`src/rtl/risc_instruction_executor_macros.svh`:
```
// ----------------------------------------------------------------------------
// risc_instruction_executor_macros
// Assertion macros for the top-level file that checks this block.
// ----------------------------------------------------------------------------
`ifndef RISC_INSTRUCTION_EXECUTOR_MACROS_SVH
`define RISC_INSTRUCTION_EXECUTOR_MACROS_SVH

// The consequent must hold in the same cycle as the antecedent.
`define RIE_ASSERT_IMPL(lbl, ante, cons, msg) \
	lbl: assert property (@(posedge clk) disable iff (!arst_n) (ante) |-> (cons)) \
		else $error(msg);

// The consequent must hold in the cycle after the antecedent.
`define RIE_ASSERT_NEXT(lbl, ante, cons, msg) \
	lbl: assert property (@(posedge clk) disable iff (!arst_n) (ante) |=> (cons)) \
		else $error(msg);

`endif

```
`src/rtl/rie_pkg.sv`:
```
// ----------------------------------------------------------------------------
// rie_pkg
// Constants, codes and types shared by the instruction executor.
// ----------------------------------------------------------------------------
package rie_pkg;

	localparam int DATA_DEPTH  = 4096;
	localparam int STACK_DEPTH = 8;
	localparam int PC_WIDTH    = 16;
	localparam int REG_COUNT   = 32;
	localparam int QUEUE_DEPTH = 2;

	localparam int DADDR_W = $clog2(DATA_DEPTH);
	localparam int SIDX_W  = $clog2(STACK_DEPTH);
	localparam int SCNT_W  = $clog2(STACK_DEPTH + 1);
	localparam int RIDX_W  = $clog2(REG_COUNT);
	localparam int QPTR_W  = $clog2(QUEUE_DEPTH);
	localparam int QCNT_W  = $clog2(QUEUE_DEPTH + 1);
	localparam int NPC_W   = 16;

	localparam logic [5:0] OP_ADDI = 6'h08;
	localparam logic [5:0] OP_SUBI = 6'h09;
	localparam logic [5:0] OP_ANDI = 6'h0C;
	localparam logic [5:0] OP_ORI  = 6'h0D;
	localparam logic [5:0] OP_LW   = 6'h23;
	localparam logic [5:0] OP_SW   = 6'h2B;
	localparam logic [5:0] OP_CMP  = 6'h1D;
	localparam logic [5:0] OP_RA   = 6'h00;
	localparam logic [5:0] OP_RB   = 6'h1C;
	localparam logic [5:0] OP_RC   = 6'h05;
	localparam logic [5:0] OP_JMP  = 6'h11;
	localparam logic [5:0] OP_JREL = 6'h02;
	localparam logic [5:0] OP_BR   = 6'h04;
	localparam logic [5:0] OP_CALL = 6'h03;
	localparam logic [5:0] OP_RET  = 6'h01;
	localparam logic [5:0] OP_HALT = 6'h3F;

	localparam logic [5:0] FN_ADD = 6'h20;
	localparam logic [5:0] FN_SUB = 6'h22;
	localparam logic [5:0] FN_AND = 6'h24;
	localparam logic [5:0] FN_OR  = 6'h25;
	localparam logic [5:0] FN_MUL = 6'h02;
	localparam logic [5:0] FN_DIV = 6'h01;
	localparam logic [5:0] FN_NOT = 6'h27;

	localparam logic [2:0] FLAG_LESS    = 3'd0;
	localparam logic [2:0] FLAG_EQUAL   = 3'd1;
	localparam logic [2:0] FLAG_GREATER = 3'd4;

	localparam logic [2:0] FAULT_NONE   = 3'd0;
	localparam logic [2:0] FAULT_OPCODE = 3'd1;
	localparam logic [2:0] FAULT_FULL   = 3'd2;
	localparam logic [2:0] FAULT_EMPTY  = 3'd3;
	localparam logic [2:0] FAULT_DIV    = 3'd4;

	typedef enum logic [4:0] {
		CLS_ADDI, CLS_SUBI, CLS_ANDI, CLS_ORI, CLS_LW, CLS_SW, CLS_CMP,
		CLS_ADD, CLS_SUB, CLS_AND, CLS_OR, CLS_MUL, CLS_DIV, CLS_NOT, CLS_RNOP,
		CLS_JMP, CLS_JREL, CLS_BR, CLS_CALL, CLS_RET, CLS_HALT, CLS_BAD
	} cls_t;

	typedef struct packed {
		cls_t              cls;
		logic [RIDX_W-1:0] ra;
		logic [RIDX_W-1:0] rb;
		logic [RIDX_W-1:0] wi;
		logic [15:0]       imm;
		logic [25:0]       target;
	} decoded_t;

	typedef enum logic [2:0] {
		ST_CLEAR, ST_IDLE, ST_EXEC, ST_LOAD, ST_DIV, ST_DIVSGN, ST_DONE
	} back_state_t;

	typedef struct packed {
		logic clearing;
		logic halted;
	} status_t;

endpackage

```
`src/rtl/rie_instr_if.sv`:
```
// ----------------------------------------------------------------------------
// rie_instr_if
// Instruction channel: one instruction word per handshake.
// ----------------------------------------------------------------------------
interface rie_instr_if;
	logic        valid;
	logic        ready;
	logic [31:0] instruction_word;

	modport source (output valid, output instruction_word, input ready);
	modport sink (input valid, input instruction_word, output ready);
endinterface

```
`src/rtl/rie_front.sv`:
```
// ----------------------------------------------------------------------------
// rie_front
// Accepts instruction words and classifies them for the back end.
// ----------------------------------------------------------------------------
module rie_front (
	rie_instr_if.sink          instr,
	input  rie_pkg::status_t   status,
	input  logic               q_full,
	output logic               push,
	output rie_pkg::decoded_t  push_item
);
	import rie_pkg::*;

	logic [5:0]  op;
	logic [5:0]  fn;
	logic [31:0] w;

	assign w  = instr.instruction_word;
	assign op = w[31:26];
	assign fn = w[5:0];

	assign instr.ready = !q_full && !status.clearing;
	assign push        = instr.valid && instr.ready;

	always_comb begin
		push_item.ra     = w[25:21];
		push_item.rb     = w[20:16];
		push_item.wi     = w[20:16];
		push_item.imm    = w[15:0];
		push_item.target = w[25:0];
		push_item.cls    = CLS_BAD;
		unique case (op)
			OP_ADDI: push_item.cls = CLS_ADDI;
			OP_SUBI: push_item.cls = CLS_SUBI;
			OP_ANDI: push_item.cls = CLS_ANDI;
			OP_ORI:  push_item.cls = CLS_ORI;
			OP_LW:   push_item.cls = CLS_LW;
			OP_SW:   push_item.cls = CLS_SW;
			OP_CMP:  push_item.cls = CLS_CMP;
			OP_RA, OP_RB, OP_RC: begin
				push_item.wi = w[15:11];
				unique case (fn)
					FN_ADD:  push_item.cls = CLS_ADD;
					FN_SUB:  push_item.cls = CLS_SUB;
					FN_AND:  push_item.cls = CLS_AND;
					FN_OR:   push_item.cls = CLS_OR;
					FN_MUL:  push_item.cls = CLS_MUL;
					FN_DIV:  push_item.cls = CLS_DIV;
					FN_NOT:  push_item.cls = CLS_NOT;
					default: push_item.cls = CLS_RNOP;
				endcase
			end
			OP_JMP:  push_item.cls = CLS_JMP;
			OP_JREL: push_item.cls = CLS_JREL;
			OP_BR: begin
				push_item.cls = CLS_BR;
				push_item.ra  = w[15:11];
			end
			OP_CALL: push_item.cls = CLS_CALL;
			OP_RET:  push_item.cls = CLS_RET;
			OP_HALT: push_item.cls = CLS_HALT;
			default: push_item.cls = CLS_BAD;
		endcase
	end

endmodule

```
`src/flat_wrapper.sv`:
```
// flat-port wrapper written by rule: the top's interface ports become plain ports
module rie_front_flat import rie_pkg::*;
  (status, q_full, push, push_item, instr_valid, instr_instruction_word, instr_ready);
  rie_instr_if instr_i ();
  input  rie_pkg::status_t status;
  input  logic q_full;
  output logic push;
  output rie_pkg::decoded_t push_item;
  input wire logic [$bits(instr_i.valid)-1:0] instr_valid;
  input wire logic [$bits(instr_i.instruction_word)-1:0] instr_instruction_word;
  output wire logic [$bits(instr_i.ready)-1:0] instr_ready;
  assign instr_i.valid = instr_valid;
  assign instr_i.instruction_word = instr_instruction_word;
  assign instr_ready = instr_i.ready;
  rie_front u_core (.instr(instr_i), .status(status), .q_full(q_full), .push(push), .push_item(push_item));
endmodule
```
`config.mk`:
```
export PLATFORM = sky130hd
export DESIGN_NAME = rie_front_flat
export DESIGN_NICKNAME = d
export VERILOG_FILES = /design/src/rtl/risc_instruction_executor_macros.svh /design/src/rtl/rie_pkg.sv /design/src/rtl/rie_instr_if.sv /design/src/rtl/rie_front.sv /design/src/flat_wrapper.sv
export SDC_FILE = /design/constraint.sdc
export NUM_CORES = 1
export LEC_CHECK = 0
export BUFFER_PORTS_ARGS = -buffer_cell sky130_fd_sc_hd__buf_2
export CORE_AREA = 2 2 51 53
export DETAILED_ROUTE_END_ITERATION = 12
export DIE_AREA = 0 0 53 55
export GPL_TIMING_DRIVEN = 0
export PLACE_DENSITY = 0.93
export SLEW_MARGIN = 20
export SYNTH_ARGS = -nofsm -noshare
export SYNTH_HDL_FRONTEND = slang
export SYNTH_SLANG_ARGS = --single-unit
```
`constraint.sdc`:
```
create_clock -name vclk -period 4.9
set_input_delay 0.98 -clock vclk [all_inputs]
set_output_delay 0.98 -clock vclk [all_outputs]
set_load 0.005 [all_outputs]
```
==> results of run 1 <==
==> layer usage <==
layer	share of wire, %	GRT usage (%)
met2	54	33.54
met4	0	0.8547
met5	0	0
met1	41	19.55
met3	5.6	0.5376
==> path summary, 6_finish.rpt <==
kind	to	start	cells after the start	slack, ns
setup / recovery	push_item[46]	instr_instruction_word[28]	6	1.56
hold / removal	push_item[7]	instr_instruction_word[7]	2	2.13
==> power by group <==
part | switching [mW] | internal (mW) | total (mW)
clock | 0 | 0 | 0
combinational | 0.0463 | 0.0652 | 0.112
sequential | 0 | 0 | 0
total | 0.0463 | 0.0652 | 0.112
==> cell families (layout without fill, tap and decap cells) <==
family	count (synthesis)	in the layout	share of synthesized area (%)
buffers and inverters	55	147	43.34
AND/OR/NAND/NOR	35	35	22.30
AO/OA/AOI/OAI	22	22	18.65
multiplexers	11	11	13.75
XOR/XNOR	2	2	1.964
==> synthesized netlist by cell type (all sizes together) <==
master   count  share of area (%)
xor2         1               0.98
nor2b        2                1.4
and2         2                1.4
nand3b       1               0.84
o21ai        7                3.9
a21oi        3                1.7
nand4        1               0.70
nor2         9                4.6
o221ai       1               0.98
a311oi       1               0.98
or4b         1                1.1
o211ai       1               0.84
nand4b       1               0.98
and3b        1               0.98
o22ai        2                1.4
a32oi        2                4.1
a2bb2oi      1               0.98
inv          4                1.7
buf         50                 41
o32a         1                1.1
a31oi        1               0.70
nand2b       2                1.4
o2bb2ai      1               0.98
nand2        7                3.2
or2          3                2.1
clkbuf       1               0.42
or4          1               0.84
mux2        10                 13
nor4b        1               0.98
nor3         3                1.7
a221oi       1               0.98
xnor2        1               0.98
mux2i        1                1.1
==> critical path: cells and delay by family <==
family                 cells  cell delay (ns)
buffers and inverters      2             0.26
muxes                      1             0.38
AOI/OAI and AO/OA          1             0.39
and+or+nand+nor            2             0.36
==> layout make-up <==
class	instances	area, sq um
buffer	51	371.6
fill	256	974.7
tap	30	37.54
timing repair buffer	92	460.4
inverter	4	15.01
multi-input combinational	70	505.5
==> metrics by stage <==
step | area [sq um] | cells | setup slack (ns) | power [mW] | hold slack [ns]
2_1_floorplan | 892.1 | 125 | 1.913 | 0.06246 | 1.992
5_1_grt | 1390 | 247 | 1.477 | 0.1225 | 2.132
6_report | 1390 | 247 | 1.559 | 0.1115 | 2.126
3_3_place_gp | 1390 | 247 | 1.541 | 0.1099 | 2.126
3_5_place_dp | 1390 | 247 | 1.543 | 0.1122 | 2.127
4_1_cts | 1390 | 247 | 1.536 | 0.1127 | 2.127
==> flow_metrics.tcl, run 1 <==
set metrics [dict create \
    status "finished clean" \
    drt_iter0_drc 7 \
    start_util_pct 37.72 \
    final_cell_mix "buf_2 (95), buf_4 (47), mux2_2 (10), nor2_1 (8), o21ai_0 (7)" \
    maxCapViolCount 0 \
    cp-start-kind "input port" \
    cts_hold_buf 0 \
    nClkBuffers 0 \
    tns_ns 0 \
    holdCritPathClass "in2out" \
    grt_antenna_before_repair 0 \
    overflow 0 \
    crit_top_cell "buf_2" \
    min_period_ns 3.341 \
    post_cts_buffers 0 \
    cp_max_fo 8 \
    fmax_ghz 0.2993 \
    yosys_warnings 0 \
    firstDrtPassIters 4 \
    via_per_inst 4.555 \
    grt_pass1_wl_mm 3.801 \
    final_util_pct 58.78 \
    final_layout_size_suffix_gt1_share_pct 72.81 \
    num-nets-final 255 \
    vias 1125 \
    setup_viol 0 \
    core_sq_mm 0.002365 \
    critPathMaxStageDelay_ns 0.39 \
    postRouteAntennaNets 0 \
    syn_area_per_cell_sq_um 7.137 \
    syn_area_sq_um 892.1 \
    worst_path_max_delay_cell "a32oi_4" \
    globalplace.congestion 0.7777 \
    slew_headroom_pct 75.81 \
    postRouteWirelength_mm 2.555 \
    rsz0062_at_grt "no" \
    area_delta_synth_final_pct 55.82 \
    critical_path_class "in2out" \
    fin_crit_sh_pct 68.19 \
    drc 0 \
    track_usage_pct 16.33 \
    die_w_um 53 \
    leakagePower_nw 0.7776 \
    rows 18 \
    ctsResizeCount 0 \
    numPortBuffers 92 \
    worstSetupEndpointType "output pin" \
    syn_nets 161 \
    cp.required_ns 3.92 \
    grt_max_degree 11 \
    worstPathCellList "buf_2 -> nor2b_1 -> and2_1 -> a32oi_4 -> mux2_2 -> buf_2" \
    yosys.cell_types.count 37 \
    peakVddDrop_v 0.00005133 \
    fp.dieH_um 55 \
    cp_data_arrival_time_ns 2.36 \
    final_common_cell "buf_2" \
    worst_pin_slew_ns 0.3628 \
    ff_latch_area_sq_um 0 \
    die_area_sq_mm 0.002915 \
    p_per_area_mw_per_mm2 80.23 \
    synth_cells 125 \
    diodes 0 \
    hpwl_mm 2.230 \
    design.seq.count 0 \
    ioPinCount 100 \
    wire_per_inst_um 10.34 \
    slew_violations 0 \
    hold_violations 0 \
    grt_pass1_vias 926 \
    ys_seq_area_share_pct 0 \
]
Note: power is estimated with default switching activity, not from simulation.
==> run 2: changes to the inputs <==
--- a/config.mk
+++ b/config.mk
@@ -6,11 +6,11 @@
 export NUM_CORES = 1
 export LEC_CHECK = 0
 export BUFFER_PORTS_ARGS = -buffer_cell sky130_fd_sc_hd__buf_2
-export CORE_AREA = 2 2 51 53
+export CORE_AREA = 2 2 53 55
 export DETAILED_ROUTE_END_ITERATION = 12
-export DIE_AREA = 0 0 53 55
+export DIE_AREA = 0 0 55 57
 export GPL_TIMING_DRIVEN = 0
-export PLACE_DENSITY = 0.93
+export PLACE_DENSITY = 0.88
 export SLEW_MARGIN = 20
 export SYNTH_ARGS = -nofsm -noshare
 export SYNTH_HDL_FRONTEND = slang
==> constraint.sdc (replaced) <==
create_clock -name vclk -period 3.3
set_input_delay 0.66 -clock vclk [all_inputs]
set_output_delay 0.66 -clock vclk [all_outputs]
set_load 0.005 [all_outputs]
==> flow_metrics.tcl, run 2 (synthesized netlist as in run 1, its figures left out) <==
set metrics [dict create \
    status "finished clean" \
    die_w_um 55 \
    die_area_sq_mm 0.003135 \
    maxCapViolCount 0 \
    setup_viol 0 \
    holdCritPathClass "in2out" \
    ctsResizeCount 0 \
    hpwl_mm 2.081 \
    design.seq.count 0 \
    finalNonFillerCells 248 \
    placed_cells 248 \
    ioPinCount 100 \
    globalplace.congestion 0.7535 \
    p_per_area_mw_per_mm2 118.5 \
    wl_met2_mm 1.332 \
    top_layer_used "met3" \
    nClkBuffers 0 \
    grt_pass1_vias 863 \
    wire_per_inst_um 9.851 \
    overflow 0 \
    track_usage_pct 14.06 \
    rows 19 \
    grt_antenna_before_repair 0 \
    tns_ns 0 \
    final_common_cell "buf_2" \
    core_sq_mm 0.002615 \
    internal_power_uw 96.76 \
    cts_hold_buf 0 \
    placed_area_sq_mm 0.001391 \
    final_cell_area_sq_mm 0.001391 \
    final_layout_size_suffix_gt1_share_pct 72.81 \
    vias 1108 \
    post_cts_buffers 0 \
    m1WireLength_um 992 \
    fin_crit_sh_pct 82.26 \
    final_cell_mix "buf_2 (95), buf_4 (47), mux2_2 (10), nor2_1 (8), o21ai_0 (7)" \
    grt_pass1_wl_mm 3.601 \
    critical_path_class "in2out" \
    firstDrtPassIters 4 \
    cp.required_ns 2.64 \
    cp-start-kind "input port" \
    swShare_pct 41.31 \
    cp_max_fo 8 \
    rsz0062_at_grt "no" \
    hold_violations 0 \
    worstSetupEndpointType "output pin" \
    peakVddDrop_v 0.00007485 \
    diodes 0 \
    grt_max_degree 11 \
    worst_pin_slew_ns 0.3610 \
    cp_data_arrival_time_ns 2.05 \
    fp.dieH_um 57 \
    clkPwrFrac_pct 0 \
    postRouteWirelength_mm 2.443 \
    numPortBuffers 92 \
    route.met3.wl_um 117 \
    slew_headroom_pct 75.76 \
    power_uw 164.9 \
    leakagePower_nw 0.7776 \
    slew_violations 0 \
    drc 0 \
    drt_iter0_drc 13 \
    ff_latch_area_sq_um 0 \
    start_util_pct 34.11 \
    crit_start "instr_instruction_word[28]" \
    via_per_inst 4.468 \
    combPwrFrac_pct 100.0 \
    min_period_ns 2.714 \
    fmax_ghz 0.3684 \
    postRouteAntennaNets 0 \
    pwr-share-seq_pct 0 \
    worstSetupEndpoint "push_item[45]" \
    switching_power_uw 68.12 \
    area_delta_synth_final_pct 55.96 \
    multiInputGateArea_sq_um 505.5 \
    fill_cells 269 \
    num-nets-final 255 \
]
==> run 2: cell counts in the layout (fill, tap and decap cells not counted) <==
No cell type changed its count.
==> run 2: worst max-delay path, stage by stage <==
cell and delay (ns):
buf_2 0.13, nor2b_1 0.16, and2_1 0.20, a32oi_4 0.39, mux2_2 0.37, buf_2 0.13
==> run 2: final cells by class <==
type / count / area share [%]
inverter: 4 / 1.079
buffer: 51 / 26.71
timing repair buffer: 92 / 33.09
multi-input combinational: 70 / 36.33
tap: 31 / 2.788
==> run 2: how the worst min path moves through the flow <==
stage                          startpoint  depth (start not counted)             to  slack, ns
3_5_place_dp    instr_instruction_word[9]                          2  push_item[35]       1.49
6_report        instr_instruction_word[9]                          2  push_item[35]       1.49
2_1_floorplan                      q_full                          1    instr_ready       1.35
3_3_place_gp    instr_instruction_word[9]                          2  push_item[35]       1.49
5_1_grt        instr_instruction_word[10]                          2  push_item[10]       1.49
4_1_cts         instr_instruction_word[9]                          2  push_item[35]       1.49
==> run 2: metrics by stage <==
step           hold WS, ns  utilization (%)  setup WS (ns)
2_1_floorplan        1.352                -         0.9527
3_3_place_gp         1.486            53.21         0.5609
3_5_place_dp         1.487            53.21         0.5721
4_1_cts              1.486            53.21         0.5715
5_1_grt              1.492            53.21         0.5192
6_report             1.486            53.21         0.5855
==> run 2: power by group through the flow <==
stage          Sequential, mW  Combinational (mW)  Clock, mW
6_report                    0               0.165          0
5_1_grt                     0               0.182          0
4_1_cts                     0               0.166          0
3_5_place_dp                0               0.166          0
3_3_place_gp                0               0.163          0
2_1_floorplan               0              0.0927          0
==> run 2: metal layers <==
layer	GRT usage, %	vias to the layer above
met5	0	-
met1	18.11	497
met2	27.04	37
met3	0	0
li1	-	574
met4	0	0
