**config.mk**
```make
export PLATFORM = sky130hd
export DESIGN_NAME = rie_queue
export DESIGN_NICKNAME = d
export VERILOG_FILES = /design/src/rtl/risc_instruction_executor_macros.svh /design/src/rtl/rie_pkg.sv /design/src/rtl/rie_queue.sv
export SDC_FILE = /design/constraint.sdc
export NUM_CORES = 1
export LEC_CHECK = 0
export ABC_AREA = 1
export BUFFER_PORTS_ARGS = -buffer_cell sky130_fd_sc_hd__buf_2
export CAP_MARGIN = 25
export CORE_MARGIN = 4
export CORE_UTILIZATION = 47
export DETAILED_ROUTE_END_ITERATION = 6
export PLACE_DENSITY = 0.75
export SLEW_MARGIN = 5
export SYNTH_ARGS = -nofsm -noshare
export SYNTH_HDL_FRONTEND = slang
export SYNTH_SLANG_ARGS = --single-unit
```
**constraint.sdc**
```tcl
create_clock -name clk -period 3.45 [get_ports clk]
set_clock_uncertainty 0.05 [all_clocks]
set_input_delay 0.345 -clock clk [delete_from_list [all_inputs] [get_ports clk]]
set_output_delay 0.345 -clock clk [all_outputs]
set_load 0.05 [all_outputs]
```
**src/rtl/risc_instruction_executor_macros.svh**
```systemverilog
// ----------------------------------------------------------------------------
// risc_instruction_executor_macros
// Assertion macros for the top-level file that checks this block.
// ----------------------------------------------------------------------------
`ifndef RISC_INSTRUCTION_EXECUTOR_MACROS_SVH
`define RISC_INSTRUCTION_EXECUTOR_MACROS_SVH

// The consequent must hold in the same cycle as the antecedent.
`define RIE_ASSERT_IMPL(lbl, ante, cons, msg) \
	lbl: assert property (@(posedge clk) disable iff (!arst_n) (ante) |-> (cons)) \
		else $error(msg);

// The consequent must hold in the cycle after the antecedent.
`define RIE_ASSERT_NEXT(lbl, ante, cons, msg) \
	lbl: assert property (@(posedge clk) disable iff (!arst_n) (ante) |=> (cons)) \
		else $error(msg);

`endif

```
**src/rtl/rie_pkg.sv**
```systemverilog
// ----------------------------------------------------------------------------
// rie_pkg
// Constants, codes and types shared by the instruction executor.
// ----------------------------------------------------------------------------
package rie_pkg;

	localparam int DATA_DEPTH  = 4096;
	localparam int STACK_DEPTH = 8;
	localparam int PC_WIDTH    = 16;
	localparam int REG_COUNT   = 32;
	localparam int QUEUE_DEPTH = 2;

	localparam int DADDR_W = $clog2(DATA_DEPTH);
	localparam int SIDX_W  = $clog2(STACK_DEPTH);
	localparam int SCNT_W  = $clog2(STACK_DEPTH + 1);
	localparam int RIDX_W  = $clog2(REG_COUNT);
	localparam int QPTR_W  = $clog2(QUEUE_DEPTH);
	localparam int QCNT_W  = $clog2(QUEUE_DEPTH + 1);
	localparam int NPC_W   = 16;

	localparam logic [5:0] OP_ADDI = 6'h08;
	localparam logic [5:0] OP_SUBI = 6'h09;
	localparam logic [5:0] OP_ANDI = 6'h0C;
	localparam logic [5:0] OP_ORI  = 6'h0D;
	localparam logic [5:0] OP_LW   = 6'h23;
	localparam logic [5:0] OP_SW   = 6'h2B;
	localparam logic [5:0] OP_CMP  = 6'h1D;
	localparam logic [5:0] OP_RA   = 6'h00;
	localparam logic [5:0] OP_RB   = 6'h1C;
	localparam logic [5:0] OP_RC   = 6'h05;
	localparam logic [5:0] OP_JMP  = 6'h11;
	localparam logic [5:0] OP_JREL = 6'h02;
	localparam logic [5:0] OP_BR   = 6'h04;
	localparam logic [5:0] OP_CALL = 6'h03;
	localparam logic [5:0] OP_RET  = 6'h01;
	localparam logic [5:0] OP_HALT = 6'h3F;

	localparam logic [5:0] FN_ADD = 6'h20;
	localparam logic [5:0] FN_SUB = 6'h22;
	localparam logic [5:0] FN_AND = 6'h24;
	localparam logic [5:0] FN_OR  = 6'h25;
	localparam logic [5:0] FN_MUL = 6'h02;
	localparam logic [5:0] FN_DIV = 6'h01;
	localparam logic [5:0] FN_NOT = 6'h27;

	localparam logic [2:0] FLAG_LESS    = 3'd0;
	localparam logic [2:0] FLAG_EQUAL   = 3'd1;
	localparam logic [2:0] FLAG_GREATER = 3'd4;

	localparam logic [2:0] FAULT_NONE   = 3'd0;
	localparam logic [2:0] FAULT_OPCODE = 3'd1;
	localparam logic [2:0] FAULT_FULL   = 3'd2;
	localparam logic [2:0] FAULT_EMPTY  = 3'd3;
	localparam logic [2:0] FAULT_DIV    = 3'd4;

	typedef enum logic [4:0] {
		CLS_ADDI, CLS_SUBI, CLS_ANDI, CLS_ORI, CLS_LW, CLS_SW, CLS_CMP,
		CLS_ADD, CLS_SUB, CLS_AND, CLS_OR, CLS_MUL, CLS_DIV, CLS_NOT, CLS_RNOP,
		CLS_JMP, CLS_JREL, CLS_BR, CLS_CALL, CLS_RET, CLS_HALT, CLS_BAD
	} cls_t;

	typedef struct packed {
		cls_t              cls;
		logic [RIDX_W-1:0] ra;
		logic [RIDX_W-1:0] rb;
		logic [RIDX_W-1:0] wi;
		logic [15:0]       imm;
		logic [25:0]       target;
	} decoded_t;

	typedef enum logic [2:0] {
		ST_CLEAR, ST_IDLE, ST_EXEC, ST_LOAD, ST_DIV, ST_DIVSGN, ST_DONE
	} back_state_t;

	typedef struct packed {
		logic clearing;
		logic halted;
	} status_t;

endpackage

```
**src/rtl/rie_queue.sv**
```systemverilog
// ----------------------------------------------------------------------------
// rie_queue
// Short queue of classified instructions between the front and back ends.
// ----------------------------------------------------------------------------
module rie_queue (
	input  logic              clk,
	input  logic              arst_n,
	input  logic              push,
	input  rie_pkg::decoded_t push_item,
	input  logic              pop,
	output logic              full,
	output logic              not_empty,
	output rie_pkg::decoded_t head
);
	import rie_pkg::*;

	decoded_t          slot_q [QUEUE_DEPTH];
	logic [QPTR_W-1:0] wr_ptr_q;
	logic [QPTR_W-1:0] rd_ptr_q;
	logic [QCNT_W-1:0] count_q;

	assign full      = count_q == QCNT_W'(QUEUE_DEPTH);
	assign not_empty = count_q != '0;
	assign head      = slot_q[rd_ptr_q];

	always_ff @(posedge clk or negedge arst_n) begin
		if (!arst_n) begin
			wr_ptr_q <= '0;
			rd_ptr_q <= '0;
			count_q  <= '0;
		end else begin
			if (push) begin
				wr_ptr_q <= (wr_ptr_q == QPTR_W'(QUEUE_DEPTH - 1)) ? '0 : wr_ptr_q + 1'b1;
			end
			if (pop) begin
				rd_ptr_q <= (rd_ptr_q == QPTR_W'(QUEUE_DEPTH - 1)) ? '0 : rd_ptr_q + 1'b1;
			end
			if (push && !pop) begin
				count_q <= count_q + 1'b1;
			end else if (pop && !push) begin
				count_q <= count_q - 1'b1;
			end
		end
	end

	always_ff @(posedge clk) begin
		if (push) begin
			slot_q[wr_ptr_q] <= push_item;
		end
	end

endmodule

```
==> results of run 1 <==
==> routing by layer <==
layer  share of wire, %  GRT usage [%]  up-vias
met5                  0              0        -
met4                1.4           7.06        0
met3                6.3           5.73       12
met2                 53           27.5       93
met1                 39           17.4     1305
li1                   -              -     1271
==> cell type report <==
cell class                 count  share of cell area [%]
clock buffer                  26                    7.02
clock inverter                 6                    1.19
inverter                       7                   0.378
multi-input combinational     76                    14.5
sequential                   128                    55.1
tap                          136                    2.45
timing repair buffer         198                    19.4
==> cells in the mapped netlist <==
cell type  count  share of area [%]
buf_12         6                2.4
buf_6          1               0.23
dfrtp_1        4                2.0
edfxtp_1     124                 75
ha_1           1               0.25
inv_1          7               0.53
mux2_2         3               0.68
mux2_4        59                 18
nand2_1        6               0.45
nand3_1        1               0.10
nand4_1        1               0.13
nor2_1         2               0.15
xnor2_1        1               0.18
xor2_1         2               0.35
==> metrics by stage <==
stage	util, %	total power [uW]	hold WS [ns]
after CTS	67.3	6530	0.00281
after detailed placement	55.6	4780	0.106
after floorplan	-	4420	-0.000591
after global placement	55.6	4740	0.107
after global routing	67.3	6730	0.0233
final	67.3	6460	0.0315
==> kinds of logic after synthesis <==
kind of cell             count (synthesis)  synth area share (%)
flip-flops                             128                  76.8
multiplexers                            62                  18.5
buffers and inverters                   14                  3.17
AND/OR/NAND/NOR                         10                 0.829
XOR/XNOR                                 3                 0.528
adder cells (fa/ha/maj)                  1                 0.251
==> state kept, by name, summed over array words and instances, names as in the netlist <==
register and cells:
count_q 2, rd_ptr_q 1, slot_q 124, wr_ptr_q 1
==> critical path, cell delays in order, from the launching register on <==
cell	delay [ns]
dfrtp_4	0.59
buf_4	0.39
mux2_4	0.34
buf_2	0.21
==> power by group <==
| group | switching, uW | internal, uW |
|---|---|---|
| clock | 577 | 1100 |
| combinational | 1730 | 862 |
| sequential | 127 | 2070 |
==> path summary, 6_finish.rpt <==
path                                             start                 endpoint  slack (ns)  depth (start not counted)
min in group asynchronous                       arst_n   count_q[1]$_DFFE_PN0P_        0.12                          2
worst min-delay path                              push     wr_ptr_q$_DFFE_PN0P_        0.03                          2
worst min register to register  count_q[1]$_DFFE_PN0P_   count_q[1]$_DFFE_PN0P_        0.44                          2
max in group asynchronous                       arst_n     rd_ptr_q$_DFFE_PN0P_        3.09                          2
worst max register to register    wr_ptr_q$_DFFE_PN0P_  slot_q[1][36]$_DFFE_PP_        1.75                          3
worst max-delay path              rd_ptr_q$_DFFE_PN0P_                 head[19]         1.0                          3
==> impl_metrics.py, run 1 <==
metrics = {
    "run_status": {
        "outcome": "complete, no violations",
    },
    "floorplanning": {
        "ios": 130,
        "dieArea_mm2": 0.0123,
        "rows": 37,
        "die_w_um": 111,
        "design.core.area_mm2": 0.0103,
        "die_y_um": 111,
        "initial_utilization_pct": 48.2,
    },
    "final_layout": {
        "fin_cells": 577,
        "drive_gt1_share_pct": 51.2,
        "final_cell_area_mm2": 0.00695,
        "fillers": 687,
        "antenna_cells": 0,
        "syn_to_final_growth_pct": 39.5,
        "layout.nets": 495,
        "layout_commonest_cell": "buf_2",
        "final_cell_mix": "buf_2 (129), edfxtp_1 (124), dlygate4sd3_1 (64), mux2_4 (59), clkbuf_16 (16)",
        "multi_input_area_mm2": 0.00101,
        "register_area_mm2": 0.00383,
    },
    "worst_setup_path": {
        "worstSetupStartpointType": "flip-flop",
        "end_kind": "output pin",
        "critical_path_class": "reg -> out",
        "cp_max_fo": 19,
        "critPathArrivalTime_ns": 2.06,
        "required_ns": 3.05,
    },
    "global_routing": {
        "grt_max_degree": 34,
        "track_usage_pct": 15.8,
        "globalRouteOverflowTotal": 0,
        "antenna_found_initial": 0,
        "grt_pass1_wl_um": 15000,
        "grt_pass1_vias": 2954,
    },
    "synth": {
        "ys_types": 14,
        "synth_area_per_cell_um2": 22.8,
        "ys_ff_latch": 128,
        "synthesis.nets": 285,
        "synth_cells": 218,
        "yosysWarnings": 0,
        "seq_area_frac_synth_pct": 76.8,
        "syn_area_mm2": 0.00498,
    },
    "clocking": {
        "clockBufferDepth": 2,
        "clock_latency_ns": 0.49,
        "ctsResizeCount": 0,
        "root_buffer": "clkbuf_8",
        "cts_buffers": 17,
        "cts_sinks": 128,
        "cts_tree": "done",
        "clk_pin_slew_ns": 0.06,
        "post_cts_buffers": 0,
        "htreeDepth": 4,
        "postCtsHoldBufs": 64,
    },
    "place": {
        "place_ws_ns": 1.51,
        "gp_congestion": 0.677,
        "dp.cells": 481,
        "io_buffers": 129,
        "post_dp_cell_area_mm2": 0.00574,
        "dp.final_hpwl_um": 5540,
    },
    "route": {
        "drt_pre_antenna_iters": 4,
        "drt_wl_total_um": 9290,
        "wl_per_cell_um": 16.1,
        "drt-initial-drc-count": 122,
        "postRouteAntennaNets": 0,
        "num_vias": 2681,
        "remaining_drc_errors": 0,
        "via_per_inst": 4.65,
    },
    "power": {
        "total_leakage_power_uw": 0.00287,
        "ir_worst_vdd_uv": 518,
        "powerDensity_mw_per_mm2": 930,
    },
    "timing": {
        "max_slew_margin_pct": 53.7,
        "drv_slew": 0,
        "fmax_ghz": 0.408,
        "setup_tns_ns": 0,
        "fin_crit_sh_pct": 71.1,
        "rsz0062_at_grt": "false",
        "worst_slack_ns": 0.997,
        "worst_slew_pin_slew_ns": 0.693,
        "min_period_ns": 2.45,
        "setup_violations": 0,
        "hold_viol_final": 0,
    },
    "min_path": {
        "hold_class": "in -> reg",
    },
    "flow_run": {
        "drv_cap": 0,
    },
}
Note: power is estimated with default switching activity, not from simulation.
==> inputs of run 2 (changes only) <==
==> constraint.sdc (replaced) <==
create_clock -name clk -period 2 [get_ports clk]
set_clock_uncertainty 0.05 [all_clocks]
set_input_delay 0.2 -clock clk [delete_from_list [all_inputs] [get_ports clk]]
set_output_delay 0.2 -clock clk [all_outputs]
set_load 0.05 [all_outputs]
==> run 2 against run 1 <==
  * Wire length rose by 0.95%
  * Sequential cell count did not move
  * Sequential power rose by 70%
  * First-iteration DRC count fell by 3.3%
  * The flow now finishes with violations (negative setup slack)
  * Non-clock buffer count rose by 3
  * Sequential share of layout area fell by 1.7 points
==> impl_metrics.py, run 2 (synthesized netlist as in run 1, its figures left out) <==
metrics = {
    "timing": {
        "drv_slew": 0,
        "setup_violations": 28,
        "worst_slack_ns": -0.0453,
        "min_period_ns": 2.05,
        "max_slew_margin_pct": 67.8,
        "hold_viol_final": 0,
        "rsz0062_at_grt": "true",
        "fmax_ghz": 0.489,
        "worst_slew_pin_slew_ns": 0.483,
        "fin_crit_sh_pct": 102,
    },
    "place": {
        "dp.cells": 482,
        "post_dp_cell_area_mm2": 0.00575,
        "gp_congestion": 0.691,
        "dp.final_hpwl_um": 5480,
        "io_buffers": 129,
    },
    "power": {
        "p_switching_uw": 4290,
        "powerDensity_mw_per_mm2": 1600,
        "clock_power_share_pct": 24.0,
        "p_int_uw": 7190,
        "switching_share_pct": 37.4,
        "combinationalPowerShare_pct": 43.4,
        "seq_power_share_pct": 32.6,
        "ir_worst_vdd_uv": 1080,
        "total_leakage_power_uw": 0.00294,
    },
    "worst_setup_path": {
        "critPathArrivalTime_ns": 1.80,
        "cp_max_fo": 30,
        "r2r-start": "wr_ptr_q$_DFFE_PN0P_",
        "end_kind": "output pin",
        "rr_endpoint": "slot_q[1][55]$_DFFE_PP_",
        "r2r_slack_ns": 0.53,
        "critical_path_class": "reg -> out",
        "required_ns": 1.75,
        "ff2ff_path_depth": 3,
        "worstSetupStartpointType": "flip-flop",
    },
    "route": {
        "wl_per_cell_um": 16.2,
        "remaining_drc_errors": 0,
        "postRouteAntennaNets": 0,
        "via_per_inst": 4.63,
        "drt_wl_total_um": 9380,
        "num_vias": 2678,
        "drt_pre_antenna_iters": 4,
        "drt-initial-drc-count": 118,
    },
    "final_layout": {
        "final_cell_area_mm2": 0.00717,
        "top_regs": "slot_q x124, count_q x2",
        "drive_gt1_share_pct": 51.5,
        "fin_cells": 579,
        "largest-register": "slot_q",
        "syn_to_final_growth_pct": 43.9,
        "layout.nets": 498,
        "antenna_cells": 0,
        "largest_reg_flops": 124,
        "layout_commonest_cell": "edfxtp_1",
        "final_cell_mix": "edfxtp_1 (124), buf_2 (96), dlygate4sd3_1 (66), mux2_4 (61), buf_6 (32)",
    },
    "clocking": {
        "root_buffer": "clkbuf_8",
        "clk_pin_slew_ns": 0.05,
        "post_cts_buffers": 0,
        "cts_sinks": 128,
        "clockBufferDepth": 2,
        "htreeDepth": 4,
        "cts_tree": "done",
        "cts_buffers": 17,
        "clock_latency_ns": 0.51,
    },
    "floorplanning": {
        "ios": 130,
        "design.core.area_mm2": 0.0103,
        "die_y_um": 111,
        "dieArea_mm2": 0.0123,
        "die_w_um": 111,
        "rows": 37,
        "initial_utilization_pct": 48.2,
    },
    "global_routing": {
        "globalRouteOverflowTotal": 0,
        "antenna_found_initial": 0,
        "track_usage_pct": 16.1,
        "grt_pass1_wl_um": 15200,
        "grt_pass1_vias": 2964,
        "grt_max_degree": 37,
    },
    "min_path": {
        "hold-path-cell-count": 2,
        "hold_class": "in -> reg",
        "whs_endpoint": "slot_q[1][7]$_DFFE_PP_",
        "hold_start": "push_item[7]",
    },
    "run_status": {
        "outcome": "complete, but fails checks",
        "violations": "negative setup slack",
    },
    "flow_run": {
        "drv_cap": 0,
    },
}
run 2: changes by cell type in the layout (fill, tap and decap cells not counted), sizes merged:
cell / before / now
clkbuf: 26 / 18
buf: 134 / 135
dlygate4sd3: 64 / 66
inv: 7 / 6
clkinv: 3 / 7
clkinvlp: 1 / 5
run 2: worst max-delay path by stage:
| stage | start | endpoint | slack [ns] |
|---|---|---|---|
| after detailed placement | rd_ptr_q$_DFFE_PN0P_ | head[42] | 0.47 |
| after floorplan | wr_ptr_q$_DFFE_PN0P_ | slot_q[1][0]$_DFFE_PP_ | 0.15 |
| after global placement | rd_ptr_q$_DFFE_PN0P_ | head[42] | 0.48 |
| final | rd_ptr_q$_DFFE_PN0P_ | head[41] | -0.05 |
| after global routing | rd_ptr_q$_DFFE_PN0P_ | head[41] | -0.10 |
| after CTS | rd_ptr_q$_DFFE_PN0P_ | head[41] | -0.09 |
run 2: per-layer routing:
layer	vias to the layer above	global-route usage, %	part of all wire, %
li1	1278	-	-
met1	1291	17.9	39
met2	101	28.4	54
met3	8	5.51	6.1
met4	0	6.40	0.75
met5	-	0	0
run 2: final cells by class:
| class | count | area, um2 |
|---|---|---|
| clock buffers | 18 | 418 |
| clock inverters | 13 | 123 |
| fillers | 654 | 3150 |
| inverters | 7 | 30.0 |
| multi-input cells | 76 | 1010 |
| flip-flops and latches | 128 | 3830 |
| well taps | 136 | 170 |
| repair buffers | 201 | 1590 |
run 2: stage by stage:
| step | setup TNS [ns] | setup WS [ns] | util (%) | hold slack [ns] | power [uW] |
|---|---|---|---|---|---|
| floorplan | 0 | 0.150 | - | -0.146 | 7610 |
| detailed placement | 0 | 0.467 | 55.7 | -0.0374 | 8260 |
| global route | -3.07 | -0.101 | 69.4 | 0.342 | 11900 |
| finish | -0.290 | -0.0453 | 69.4 | 0.358 | 11500 |
| CTS | -1.96 | -0.0869 | 69.4 | 0.322 | 11600 |
| global placement | 0 | 0.479 | 55.7 | -0.0404 | 8210 |
run 2: worst max-delay path, cell delays in order, from the launching register on:
cell and delay, ns:
dfrtp_4 0.45, buf_12 0.25, mux2_2 0.36, buf_2 0.21
run 2: what timing repair did:
| action | 4_1_cts | 5_1_grt |
|---|---|---|
| hold buffers | 66 | 0 |
| hold endpoints to repair | 130 | 0 |
| resized for setup | 67 | 1 |
| setup endpoints to repair | 62 | 62 |
run 2: power groups by stage:
stage	sequential (uW)	clock (uW)	combinational (uW)
3_5_place_dp	3790	0	4480
2_1_floorplan	3730	0	3880
4_1_cts	3740	2830	5010
6_report	3740	2760	4980
3_3_place_gp	3750	0	4460
5_1_grt	3780	2970	5190
